$ cat src/fbpa_geom.sv
// Address check: offset alignment and bound, one offset bit per cycle.
`default_nettype none
module fbpa_geom (
  input  wire logic        clk,
  input  wire logic        rst_n,
  input  wire logic        start,
  input  wire logic [31:0] addr,
  input  wire logic [31:0] pool_base,
  input  wire logic [3:0]  align_shift,
  input  wire logic [16:0] req_size,
  input  wire logic [8:0]  eff_count,
  output logic             done,
  output logic             bad
);
  // Unit size is at most 2^17 so a restoring divide over 32 bits.
  logic        busy_r;
  logic [5:0]  step_r;
  logic [31:0] num_r;
  logic [32:0] rem_r;
  logic [31:0] quo_r;
  logic [17:0] size_r;
  logic        lowbad_r;
  logic [3:0]  sh;
  logic [17:0] unit, size_c;
  logic [32:0] rem_sh;

  always_comb begin
    sh = align_shift;
    if (sh < 4'd2) sh = 4'd2;
    if (sh > 4'd12) sh = 4'd12;
    unit = 18'd1 << sh;
    if (req_size == 17'd0) size_c = unit;
    else size_c = ({1'b0, req_size} + unit - 18'd1) & ~(unit - 18'd1);
    rem_sh = {rem_r[31:0], num_r[31]};
  end

  always_ff @(posedge clk) begin
    if (!rst_n) begin
      busy_r <= 1'b0;
      done   <= 1'b0;
      bad    <= 1'b0;
    end else begin
      done <= 1'b0;
      if (start) begin
        busy_r   <= 1'b1;
        step_r   <= 6'd0;
        num_r    <= addr - pool_base;
        lowbad_r <= addr < pool_base;
        rem_r    <= '0;
        quo_r    <= '0;
        size_r   <= size_c;
      end else if (busy_r) begin
        num_r <= {num_r[30:0], 1'b0};
        if (rem_sh >= {15'd0, size_r}) begin
          rem_r <= rem_sh - {15'd0, size_r};
          quo_r <= {quo_r[30:0], 1'b1};
        end else begin
          rem_r <= rem_sh;
          quo_r <= {quo_r[30:0], 1'b0};
        end
        step_r <= step_r + 6'd1;
        if (step_r == 6'd32) begin
          busy_r <= 1'b0;
          done   <= 1'b1;
          bad    <= lowbad_r || (rem_r != '0) || (quo_r >= {23'd0, eff_count});
        end
      end
    end
  end
endmodule
`default_nettype wire

$ cat config.mk
export PLATFORM = sky130hd
export DESIGN_NAME = fbpa_geom
export DESIGN_NICKNAME = d
export VERILOG_FILES = /design/src/fbpa_geom.sv
export SDC_FILE = /design/constraint.sdc
export NUM_CORES = 1
export LEC_CHECK = 0
export BUFFER_PORTS_ARGS = -buffer_cell sky130_fd_sc_hd__buf_4
export CAP_MARGIN = 20
export CORE_ASPECT_RATIO = 1.2
export CORE_MARGIN = 3
export CORE_UTILIZATION = 55
export CTS_CLUSTER_SIZE = 14
export DETAILED_ROUTE_END_ITERATION = 8
export PLACE_DENSITY = 0.75
export SETUP_SLACK_MARGIN = 0.15
export SLEW_MARGIN = 10
export SYNTH_ARGS = -nofsm -noshare
export SYNTH_HDL_FRONTEND = slang
export SYNTH_SLANG_ARGS = --single-unit
export TNS_END_PERCENT = 30
$ cat constraint.sdc
create_clock -name clk -period 18 [get_ports clk]
set_clock_uncertainty 0.15 [all_clocks]
set_input_delay 3.6 -clock clk [delete_from_list [all_inputs] [get_ports clk]]
set_output_delay 3.6 -clock clk [all_outputs]
set_load 0.01 [all_outputs]
==> results of run 1 <==
metal layers:
metal	up-vias	GRT usage (%)	routed length (um)
met5	-	0	0
li1	4010	-	-
met2	156	35.80	9835
met1	3635	28.67	9422
met4	0	6.170	280
met3	24	3.156	673
placed cells by master, fill, tap and decap left out, types with 5 or more instances in the layout:
cell type,count
nand3_1,29
nand2_1,75
nor2_1,80
nand4_1,14
o211ai_1,7
a21boi_0,5
or2_2,8
xnor2_1,25
and3_1,8
a31oi_1,6
buf_4,103
a21oi_1,79
or3_1,13
xor2_1,19
o31ai_1,9
edfxtp_1,122
nor2b_1,51
o21ai_0,42
nor4_1,19
nand2b_1,9
o21a_1,12
conb_1,7
nor4b_1,5
nor3_1,22
inv_1,134
clkbuf_16,17
a211oi_1,16
a21o_1,22
mux2_2,21
ha_1,93
power breakdown:
group / switching (mW) / internal (mW)
logic: 0.136 / 0.113
registers: 0.0140 / 0.355
clock network: 0.129 / 0.212
cells in the mapped netlist (all sizes together) (9+ instances only):
master  instances
nand4          14
or3            13
clkbuf         25
nor2           81
a211oi         16
ha             93
o21ai          45
nor3           25
inv           134
a21o           22
nand2b          9
a21oi          80
o21a           12
xor2           19
nand3          29
nor4           19
nand2          77
o31ai           9
mux2           22
edfxtp        122
nor2b          51
xnor2          25
registers in the layout, indices dropped and copies added (netlist names):
register  flops
done          1
rem_r        33
size_r       18
num_r        32
bad           1
step_r        6
quo_r        32
lowbad_r      1
busy_r        1
per-stage QoR:
stage | utilization [%] | hold slack, ns | std cells | total power [mW] | cell area, um^2
after detailed placement | 62.21 | 0.3644 | 1353 | 0.6209 | 10650
after global placement | 62.21 | 0.3611 | 1353 | 0.6155 | 10650
after global routing | 65.78 | 0.3989 | 1386 | 1.012 | 11260
after CTS | 65.66 | 0.3699 | 1385 | 0.9628 | 11240
after floorplan | - | 0.2957 | 1065 | 0.5619 | 9748
final | 65.78 | 0.3718 | 1386 | 0.9598 | 11260
worst reg2reg max path: cells and delay by family (launching register included):
| kind | cells | cell delay (ns) |
|---|---|---|
| flip-flops | 1 | 0.46 |
| AND/OR/NAND/NOR | 3 | 0.90 |
| AO/OA/AOI/OAI | 5 | 1.57 |
| adder cells (fa/ha/maj) | 1 | 0.34 |
worst paths after layout:
check / start / end / slack, ns
worst max register to register: rem_r[0]$_SDFFCE_PP0P_ / rem_r[11]$_SDFFCE_PP0P_ / 14.33
worst min-delay path: num_r[4]$_DFFE_PP_ / num_r[5]$_DFFE_PP_ / 0.37
worst max-delay path: align_shift[3] / size_r[17]$_SDFFCE_PP0P_ / 11.69
worst min register to register: num_r[4]$_DFFE_PP_ / num_r[5]$_DFFE_PP_ / 0.37
layout make-up:
class,instances,area [um^2]
fillers,1392,5856
multi-input cells,775,5375
flip-flops and latches,125,3724
repair buffers,104,793.3
inverters,134,503.0
clock buffers,19,452.9
well taps,216,270.3
clock inverters,13,137.6
cell families after synthesis:
| family | synth area share [%] |
|---|---|
| other | 0.07719 |
| AOI/OAI and AO/OA | 15.77 |
| DFF | 38.27 |
| buffers and inverters | 6.751 |
| and+or+nand+nor | 19.84 |
| xor gates and xnor gates | 3.961 |
| muxes | 2.752 |
| adders and majority gates | 12.58 |
==> summary.md, run 1 <==
| Metric | Value |
|---|---|
| Ys Warns | `0` |
| Synthesized area per cell | `9.179 um^2` |
| Setup repair after global routing missed its margin | `false` |
| Vias in the first global route | `7,323` |
| Area of the mapped netlist | `9729 um^2` |
| X dimension of the die | `127.4 um` |
| Number of synthesized flops with an enable pin | `122` |
| Setup-failing EPs final | `0` |
| Number of cells traversed by the worst hold path | `1` |
| Number of antenna violations at the first check in global routing | `0` |
| H-Tree Level Count | `4` |
| Number of nets in the layout | `1,350` |
| CP startpoint kind | `primary input` |
| Req. time, crit path | `18.01 ns` |
| HPWL after detailed placement | `14,850 um` |
| Global-route wire length before repair | `33,860 um` |
| Seq cells post-synth | `125` |
| Cell count after synthesis | `1,060` |
| Number of distinct library cells after synthesis | `77` |
| Share of final-layout standard cells stronger than drive strength 1 | `15.64%` |
| Per-cell via count in the routed design | `5.646` |
| Number of hold buffers added after cts | `0` |
| Post-route worst setup slack | `11.69 ns` |
| Cell family with the largest share of critical-path delay | `compound AO/OA/AOI/OAI gates` |
| Crit path arrival time | `6.32 ns` |
| Slew margin rel. | `43.32%` |
| Pre-Repair DR Iteration Count | `5` |
| TritonCTS clock tree | `yes` |
| Post-layout minimum cycle time | `6.308 ns` |
| Diode count | `0` |
| P per Cell Area | `85.27 nW/um^2` |
| Count of nets left with antenna violations after detail routing | `0` |
| Initial core utilization | `56.86%` |
| Number of resized instances in the post-cts repair step | `0` |
| GP Congestion | `0.8925` |
| Via Count | `7,825` |
| Final critical-path share of the clock period | `35.05%` |
| Area of the core | `17,110 um^2` |
| Number of sinks on the clock net | `125` |
| Crit-path max cell delay | `0.44 ns` |
| Area added between synthesis and finish | `15.69%` |
| Setup TNS after final layout | `0 ns` |
| Max-slew violation total from the final report | `0` |
| Length in cells of the worst reg-to-reg path | `9` |
| Yosys top cell area share | `37.65%` |
| Highest-delay cell along the critical path | `fa_1` |
| DR iter-0 viols | `589` |
| CP Max Fanout | `10` |
| Clock tree root driver cell | `clkbuf_16` |
| Fraction of registers with async set/reset | `0%` |
| Maximum VDD drop | `0.06204 mV` |
| Routed wire per std cell | `14.58 um` |
| Outcome | `completed` |
| Count of buffering cells on the critical path with inverters included | `1` |
| Static leakage | `4.919 nW` |
| Slew at the pin with the worst max-slew slack | `0.8503 ns` |
| Worst setup timing slack at the placement stage | `10.81 ns` |
| Number of buffers added by the clock tree synthesis step | `17` |
| Remaining routing DRC violations | `0` |
| Number of buffers on the longest clock path | `2` |
| Area contributors post-synth | `edfxtp_1 38%, ha_1 12%, inv_1 5.2%, a21oi_1 4.1%, nor2b_1 3.3%` |
| Cell type with the largest total area after synthesis | `edfxtp_1` |
| Number of max-cap violations | `0` |
| Class of the most critical setup path | `in2reg` |
| Total setup buffers inserted after CTS | `0` |
| Wirelength, routed | `20,210 um` |
| Final Hold Viols | `0` |
| Pin count of the biggest net entering global routing | `84` |
| Clock Pin Slew Worst Setup and Hold Paths | `0.06 ns` |
| Crit end category | `flip-flop` |
| Placement row count | `52` |
| Die height | `151.7 um` |
| Predominant post-synthesis flop cell | `edfxtp_1` |
| FMAX | `158.5 MHz` |
| Total grt overflow | `0` |
| Total Die Area | `19,330 um^2` |
| Latest clock arrival within the worst-skew pair | `0.41 ns` |
| CP cell instances | `buf_4, nor2_1, nand2_1, ha_1, fa_1, nor2b_1, o21a_1, o21ai_0, a211o_1, nand3_1, nand2_1, o21ai_0, mux2_2` |
| Io pins | `99` |
| GRT Total Usage | `21.27%` |
| Buffers added on ports | `98` |
| Sequential fraction of the synthesis area | `38.27%` |
| Crit path depth | `13` |
| Path class of the lowest-slack min-delay path | `reg2reg` |
(Power assumes the default switching activity.)
==> run 2, diff against run 1 <==
--- a/config.mk
+++ b/config.mk
@@ -5,6 +5,7 @@
 export SDC_FILE = /design/constraint.sdc
 export NUM_CORES = 1
 export LEC_CHECK = 0
+export ABC_AREA = 1
 export BUFFER_PORTS_ARGS = -buffer_cell sky130_fd_sc_hd__buf_4
 export CAP_MARGIN = 20
 export CORE_ASPECT_RATIO = 1.2
==> constraint.sdc (replaced) <==
create_clock -name clk -period 6.47 [get_ports clk]
set_clock_uncertainty 0.15 [all_clocks]
set_input_delay 1.294 -clock clk [delete_from_list [all_inputs] [get_ports clk]]
set_output_delay 1.294 -clock clk [all_outputs]
set_load 0.01 [all_outputs]
==> run 2 against run 1 <==
  * Utilization down 0.92 points
  * Setup slack worse by 9.5 ns
  * Flip-flop and latch count unchanged
  * Final cell count up 38%
  * Sequential share of layout area down 3.0 points
  * Hold slack worse by 0.0073 ns
  * Largest cell class unchanged
  * Clock-buffer cell count unchanged
  * Area after synthesis up 11%
  * Sequential power rose to 2.8 times the previous value
==> summary.md, run 2 <==
| Metric | Value |
|---|---|
| Die height | `159.6 um` |
| Leading cell type by number of instances after synthesis | `nand2_1` |
| Total power after layout | `2.789 mW` |
| Global-route wire length before repair | `43,440 um` |
| Slew margin rel. | `36.70%` |
| Most numerous cell on the critical path | `nand2_1` |
| Final-layout worst hold slack | `0.3645 ns` |
| Largest reg by FF count | `rem_r` |
| Crit-path max cell delay | `0.47 ns` |
| Area of the mapped netlist | `10,810 um^2` |
| Number of cells traversed by the worst hold path | `2` |
| Cell family with the largest share of critical-path delay | `simple AND/OR/NAND/NOR gates` |
| Detailed route wirelength on metal2 | `12,710 um` |
| Area added between synthesis and finish | `14.40%` |
| Hold EP | `num_r[31]$_DFFE_PP_` |
| Via Count | `9,916` |
| Cell type with the largest total area after synthesis | `edfxtp_1` |
| Total setup buffers inserted after CTS | `0` |
| FMAX | `235.8 MHz` |
| Seq cells post-synth | `125` |
| Pin count of the biggest net entering global routing | `88` |
| Final Hold Viols | `0` |
| Post-route worst setup slack | `2.230 ns` |
| Count of buffering cells on the critical path with inverters included | `3` |
| Buffers added on ports | `98` |
| Max-slew violation total from the final report | `0` |
| Diode count | `0` |
| Latest clock arrival within the worst-skew pair | `0.42 ns` |
| Total Die Area | `21,380 um^2` |
| H-Tree Level Count | `4` |
| Number of synthesized flops with an enable pin | `122` |
| Clock tree root driver cell | `clkbuf_16` |
| Number of resized instances in the post-cts repair step | `0` |
| Number of buffers on the longest clock path | `2` |
| Capture point of the worst reg-to-reg path | `rem_r[5]$_SDFFCE_PP0P_` |
| GRT Total Usage | `24.62%` |
| Length in cells of the worst reg-to-reg path | `12` |
| FF-to-FF Start | `rem_r[15]$_SDFFCE_PP0P_` |
| Routed met1 length | `11,720 um` |
| Maximum VDD drop | `0.1582 mV` |
| Number of distinct library cells after synthesis | `48` |
| Cell count after synthesis | `1,536` |
| Ys Warns | `0` |
| Fraction of registers with async set/reset | `0%` |
| Met3 layer wire length in the routed design | `998 um` |
| Synthesized area per cell | `7.036 um^2` |
| Worst setup timing slack at the placement stage | `1.823 ns` |
| Total grt overflow | `0` |
| Initial core utilization | `56.70%` |
| GP Congestion | `0.9503` |
| Count of nets left with antenna violations after detail routing | `0` |
| DR iter-0 viols | `668` |
| HPWL after detailed placement | `20,360 um` |
| Most common library cell in the layout ignoring fill and taps | `nand2_1` |
| Number of buffers added by the clock tree synthesis step | `17` |
| Slew at the pin with the worst max-slew slack | `0.9495 ns` |
| CP Max Fanout | `9` |
| Commonest non-fill, non-tap cells in the layout | `404 x nand2_1, 278 x inv_1, 197 x nor2_1` |
| Post-layout minimum cycle time | `4.240 ns` |
| Req. time, crit path | `6.49 ns` |
| Crit end category | `flip-flop` |
| Register-to-register setup slack | `3.72 ns` |
| X dimension of the die | `134.0 um` |
| Predominant post-synthesis flop cell | `edfxtp_1` |
| Pre-Repair DR Iteration Count | `5` |
| CP cell instances | `buf_4, nand2_1, nand2_1, nor2_1, or2_1, nor3_1, inv_1, ha_1, fa_1, inv_1, nand3_1, nand2_1, a21boi_0, o21ai_0, nand3_1, a21oi_1, nor2_1` |
| Setup-failing EPs final | `0` |
| Crit path depth | `17` |
| Yosys top cell area share | `33.90%` |
| Number of flip-flops in the largest register | `33` |
| Routed wire per std cell | `13.67 um` |
| Placement row count | `55` |
| Max layer used | `met4` |
| Wirelength, routed | `26,070 um` |
| Share of final-layout standard cells stronger than drive strength 1 | `10.18%` |
| Top post-synthesis cells by count | `404 x nand2_1, 278 x inv_1, 197 x nor2_1` |
| Io pins | `99` |
| Per-cell via count in the routed design | `5.200` |
| Setup repair after global routing missed its margin | `false` |
| Number of antenna violations at the first check in global routing | `0` |
| Static leakage | `6.133 nW` |
| Launch instance of the worst min-delay path | `num_r[30]$_DFFE_PP_` |
| Number of sinks on the clock net | `125` |
| Path class of the lowest-slack min-delay path | `reg2reg` |
| Crit path arrival time | `4.26 ns` |
| Area contributors post-synth | `edfxtp_1 34%, nand2_1 14%, ha_1 11%, inv_1 9.7%, nor2_1 6.8%` |
| P per Cell Area | `225.6 nW/um^2` |
| Outcome | `completed` |
| Fill count | `1,747` |
| Number of max-cap violations | `0` |
| Remaining routing DRC violations | `0` |
| Number of hold buffers added after cts | `0` |
| Number of nets in the layout | `1,831` |
| Largest registers ranked by flip-flop count | `rem_r x33, num_r x32, quo_r x32` |
| Class of the most critical setup path | `in2reg` |
| Highest-delay cell along the critical path | `fa_1` |
| Vias in the first global route | `9,403` |
| TritonCTS clock tree | `yes` |
| Area of the core | `19,060 um^2` |
| Sequential fraction of the synthesis area | `34.45%` |
| Setup TNS after final layout | `0 ns` |
| CP startpoint kind | `primary input` |
| Final critical-path share of the clock period | `65.54%` |
| Clock Pin Slew Worst Setup and Hold Paths | `0.05 ns` |
==> run 2: layout make-up <==
| type | count | area, um^2 | area share (%) |
|---|---|---|---|
| inverters | 286 | 1079 | 8.723 |
| clock buffers | 19 | 432.9 | 3.501 |
| well taps | 256 | 320.3 | 2.591 |
| flip-flops and latches | 125 | 3724 | 30.12 |
| repair buffers | 101 | 758.2 | 6.132 |
| clock inverters | 13 | 141.4 | 1.143 |
| multi-input cells | 1107 | 5909 | 47.79 |
==> run 2: worst max path at each step <==
stage	endpoint	start
after floorplan	busy_r$_SDFF_PN0_	start
after global placement	size_r[17]$_SDFFCE_PP0P_	align_shift[3]
after detailed placement	size_r[17]$_SDFFCE_PP0P_	align_shift[3]
after CTS	size_r[17]$_SDFFCE_PP0P_	align_shift[3]
after global routing	size_r[17]$_SDFFCE_PP0P_	align_shift[3]
final	size_r[17]$_SDFFCE_PP0P_	align_shift[3]
==> run 2: per-layer routing <==
layer | up-vias | GRT usage [%]
met5 | - | 0
met4 | 0 | 8.138
met3 | 48 | 2.813
met2 | 235 | 42.85
met1 | 4476 | 31.84
li1 | 5157 | -
==> run 2: power breakdown <==
group	switching [mW]	internal, mW	total [mW]
clock network	0.359	0.569	0.928
logic	0.522	0.314	0.836
registers	0.0377	0.987	1.02
total	0.919	1.87	2.79
==> run 2: tightest hold or removal path, delay by kind of cell, from the launching register on <==
kind	cells	cell delay (ns)
flip-flops	1	0.31
AND/OR/NAND/NOR	2	0.10
==> run 2: per-stage QoR <==
| step | cells | instance area (um^2) | util [%] |
|---|---|---|---|
| floorplan | 1541 | 10830 | - |
| global placement | 1875 | 11790 | 61.85 |
| detailed placement | 1875 | 11790 | 61.85 |
| CTS | 1907 | 12360 | 64.86 |
| global route | 1907 | 12360 | 64.86 |
| finish | 1907 | 12360 | 64.86 |
==> run 2: cells by family after synthesis <==
logic type      synth area share, %
simple gates                  30.61
compound gates                9.481
flops                         34.45
buf+inv                       11.15
other cells                 0.06949
xor+xnor                      2.917
fa+ha+maj                     11.32
==> run 3, diff against run 2 <==
--- a/config.mk
+++ b/config.mk
@@ -13,7 +13,7 @@
 export CORE_UTILIZATION = 55
 export CTS_CLUSTER_SIZE = 14
 export DETAILED_ROUTE_END_ITERATION = 8
-export PLACE_DENSITY = 0.75
+export PLACE_DENSITY = 0.78
 export SETUP_SLACK_MARGIN = 0.15
 export SLEW_MARGIN = 10
 export SYNTH_ARGS = -nofsm -noshare
==> constraint.sdc (replaced) <==
create_clock -name clk -period 3.4 [get_ports clk]
set_clock_uncertainty 0.15 [all_clocks]
set_input_delay 0.68 -clock clk [delete_from_list [all_inputs] [get_ports clk]]
set_output_delay 0.68 -clock clk [all_outputs]
set_load 0.01 [all_outputs]
==> run 3 against run 2 <==
  * Flip-flop and latch count is the same
  * Non-clock buffer count grew 16
  * Sequential share of layout area shrank 0.48 points
  * Design area grew 1.6%
  * First-iteration DRC count grew 4.6%
  * Hold slack gained 0.0073 ns
  * Via count grew 1.4%
  * Critical path type unchanged
  * Largest cell class unchanged
  * Highest routed layer unchanged
==> summary.md, run 3 (synthesis results as in run 2) <==
| Metric | Value |
|---|---|
| Layout Utilization | `65.91%` |
| Diode count | `0` |
| Register area | `3724 um^2` |
| Class of the most critical setup path | `in2reg` |
| Most common library cell in the layout ignoring fill and taps | `nand2_1` |
| Per-cell via count in the routed design | `5.228` |
| Outcome | `completed` |
| Vias in the first global route | `9,914` |
| Final-layout worst hold slack | `0.3718 ns` |
| Sw power | `1.868 mW` |
| DR iter-0 viols | `699` |
| Total Die Area | `21,380 um^2` |
| Setup-failing EPs final | `0` |
| FMAX | `331.9 MHz` |
| Number of max-cap violations | `0` |
| Placement row count | `55` |
| Area added between synthesis and finish | `16.25%` |
| Latest clock arrival within the worst-skew pair | `0.42 ns` |
| Crit-path max cell delay | `0.30 ns` |
| Setup repair after global routing missed its margin | `true` |
| Number of buffers added by the clock tree synthesis step | `17` |
| Number of buffers on the longest clock path | `2` |
| Req. time, crit path | `3.42 ns` |
| Clock Pin Slew Worst Setup and Hold Paths | `0.06 ns` |
| Largest reg by FF count | `rem_r` |
| Crit path arrival time | `3.04 ns` |
| Max-slew violation total from the final report | `0` |
| P per Cell Area | `426.4 nW/um^2` |
| Initial core utilization | `56.70%` |
| Highest-delay cell along the critical path | `o21ai_0` |
| Largest registers ranked by flip-flop count | `rem_r x33, num_r x32, quo_r x32` |
| Path class of the lowest-slack min-delay path | `reg2reg` |
| CP cell instances | `buf_4, nand2_2, nand2_1, nor2_1, or2_1, nor3_2, inv_1, ha_4, inv_1, ha_1, nand2_1, nor2_1, a21oi_1, o21ai_0, nand2_1, a21oi_1, nor2_1` |
| Net Sw Frac | `34.86%` |
| Commonest non-fill, non-tap cells in the layout | `403 x nand2_1, 278 x inv_1, 196 x nor2_1` |
| Number of antenna violations at the first check in global routing | `0` |
| CP startpoint kind | `primary input` |
| Via Count | `10,050` |
| Crit end category | `flip-flop` |
| H-Tree Level Count | `4` |
| Buffers added on ports | `98` |
| Clock tree root driver cell | `clkbuf_16` |
| Worst setup timing slack at the placement stage | `-0.008151 ns` |
| Pre-Repair DR Iteration Count | `5` |
| Final Hold Viols | `0` |
| Global-route wire length before repair | `45,150 um` |
| Combinational Power Share | `30.5%` |
| Number of sinks on the clock net | `125` |
| Number of nets in the layout | `1,847` |
| Wirelength, routed | `26,330 um` |
| Post-layout minimum cycle time | `3.013 ns` |
| Post-route cell area | `12,560 um^2` |
| Io pins | `99` |
| Total power after layout | `5.357 mW` |
| Internal Pwr Total | `3.490 mW` |
| Number of flip-flops in the largest register | `33` |
| Area of the core | `19,060 um^2` |
| Placed cell areas | `11,960 um^2` |
| Post-route worst setup slack | `0.3873 ns` |
| Static leakage | `6.235 nW` |
| CP Max Fanout | `6` |
| Remaining routing DRC violations | `0` |
| Maximum VDD drop | `0.2835 mV` |
| GRT Total Usage | `25.49%` |
| Share of final-layout standard cells stronger than drive strength 1 | `11.58%` |
| Share of total power in the clock network | `33.2%` |
| Area occupied by multi-input gates | `5938 um^2` |
| Slew at the pin with the worst max-slew slack | `0.7074 ns` |
| X dimension of the die | `134.0 um` |
| GP Congestion | `0.9731` |
| Total grt overflow | `0` |
| Routed wire per std cell | `13.69 um` |
| Die height | `159.6 um` |
| Slew margin rel. | `52.79%` |
| Pin count of the biggest net entering global routing | `69` |
| HPWL after detailed placement | `20,830 um` |
| Final critical-path share of the clock period | `88.61%` |
| Count of nets left with antenna violations after detail routing | `0` |
| Register-to-register setup slack | `0.63 ns` |
| Fill count | `1,772` |
| Total setup buffers inserted after CTS | `0` |
| Sequential share of power | `36.3%` |
| TritonCTS clock tree | `yes` |
-- run 3: cell count changes in the layout (fill, tap and decap cells not counted), sizes merged --
cell and delta:
buf +16, clkinv +4, bufinv -2, clkbuf -2
clkinvlp -2, inv +2
-- run 3: stage by stage --
step           instances  setup TNS, ns
2_1_floorplan       1541              0
3_3_place_gp        1891              0
3_5_place_dp        1891       -0.01270
4_1_cts             1923              0
5_1_grt             1923              0
6_report            1923              0
-- run 3: timing repair --
action,in CTS,in global routing
endpoints found under the setup margin,0,3
gates resized for setup,0,1
hold buffers,0,0
hold endpoints to repair,0,0
-- run 3: final cells by class --
cell class | count | area share (%)
timing repair buffer | 117 | 7.090
inverter | 286 | 8.684
clock inverter | 15 | 1.394
multi-input combinational | 1107 | 47.26
clock buffer | 17 | 3.386
tap | 256 | 2.549
sequential | 125 | 29.64
-- run 3: power by group through the flow --
stage | clock network [mW] | registers, mW | logic [mW]
after floorplan | 0 | 1.96 | 1.18
after global placement | 0 | 1.97 | 1.59
after detailed placement | 0 | 1.98 | 1.61
after CTS | 1.80 | 1.95 | 1.62
after global routing | 1.88 | 1.96 | 1.87
final | 1.78 | 1.95 | 1.63
-- run 3: path summary, 6_finish.rpt --
| kind | from | to | cells after the start |
|---|---|---|---|
| setup reg to reg | rem_r[14]$_SDFFCE_PP0P_ | rem_r[5]$_SDFFCE_PP0P_ | 12 |
| setup / recovery | align_shift[2] | size_r[16]$_SDFFCE_PP0P_ | 17 |
| hold reg to reg | num_r[23]$_DFFE_PP_ | num_r[24]$_DFFE_PP_ | 2 |
| hold / removal | num_r[23]$_DFFE_PP_ | num_r[24]$_DFFE_PP_ | 2 |
-- run 3: routing by layer --
metal	routed length [um]	track usage, %	vias to the layer above	part of all wire [%]
li1	-	-	5198	-
met1	11590	32.91	4535	44
met2	12840	43.82	274	49
met3	1225	3.382	46	4.7
met4	669	8.980	0	2.5
met5	0	0	-	0
-- run 3: critical path, delay by kind of cell --
kind            cells  cell delay, ns
simple gates        9            0.94
fa+ha+maj           2            0.56
compound gates      3            0.56
buf+inv             3            0.28
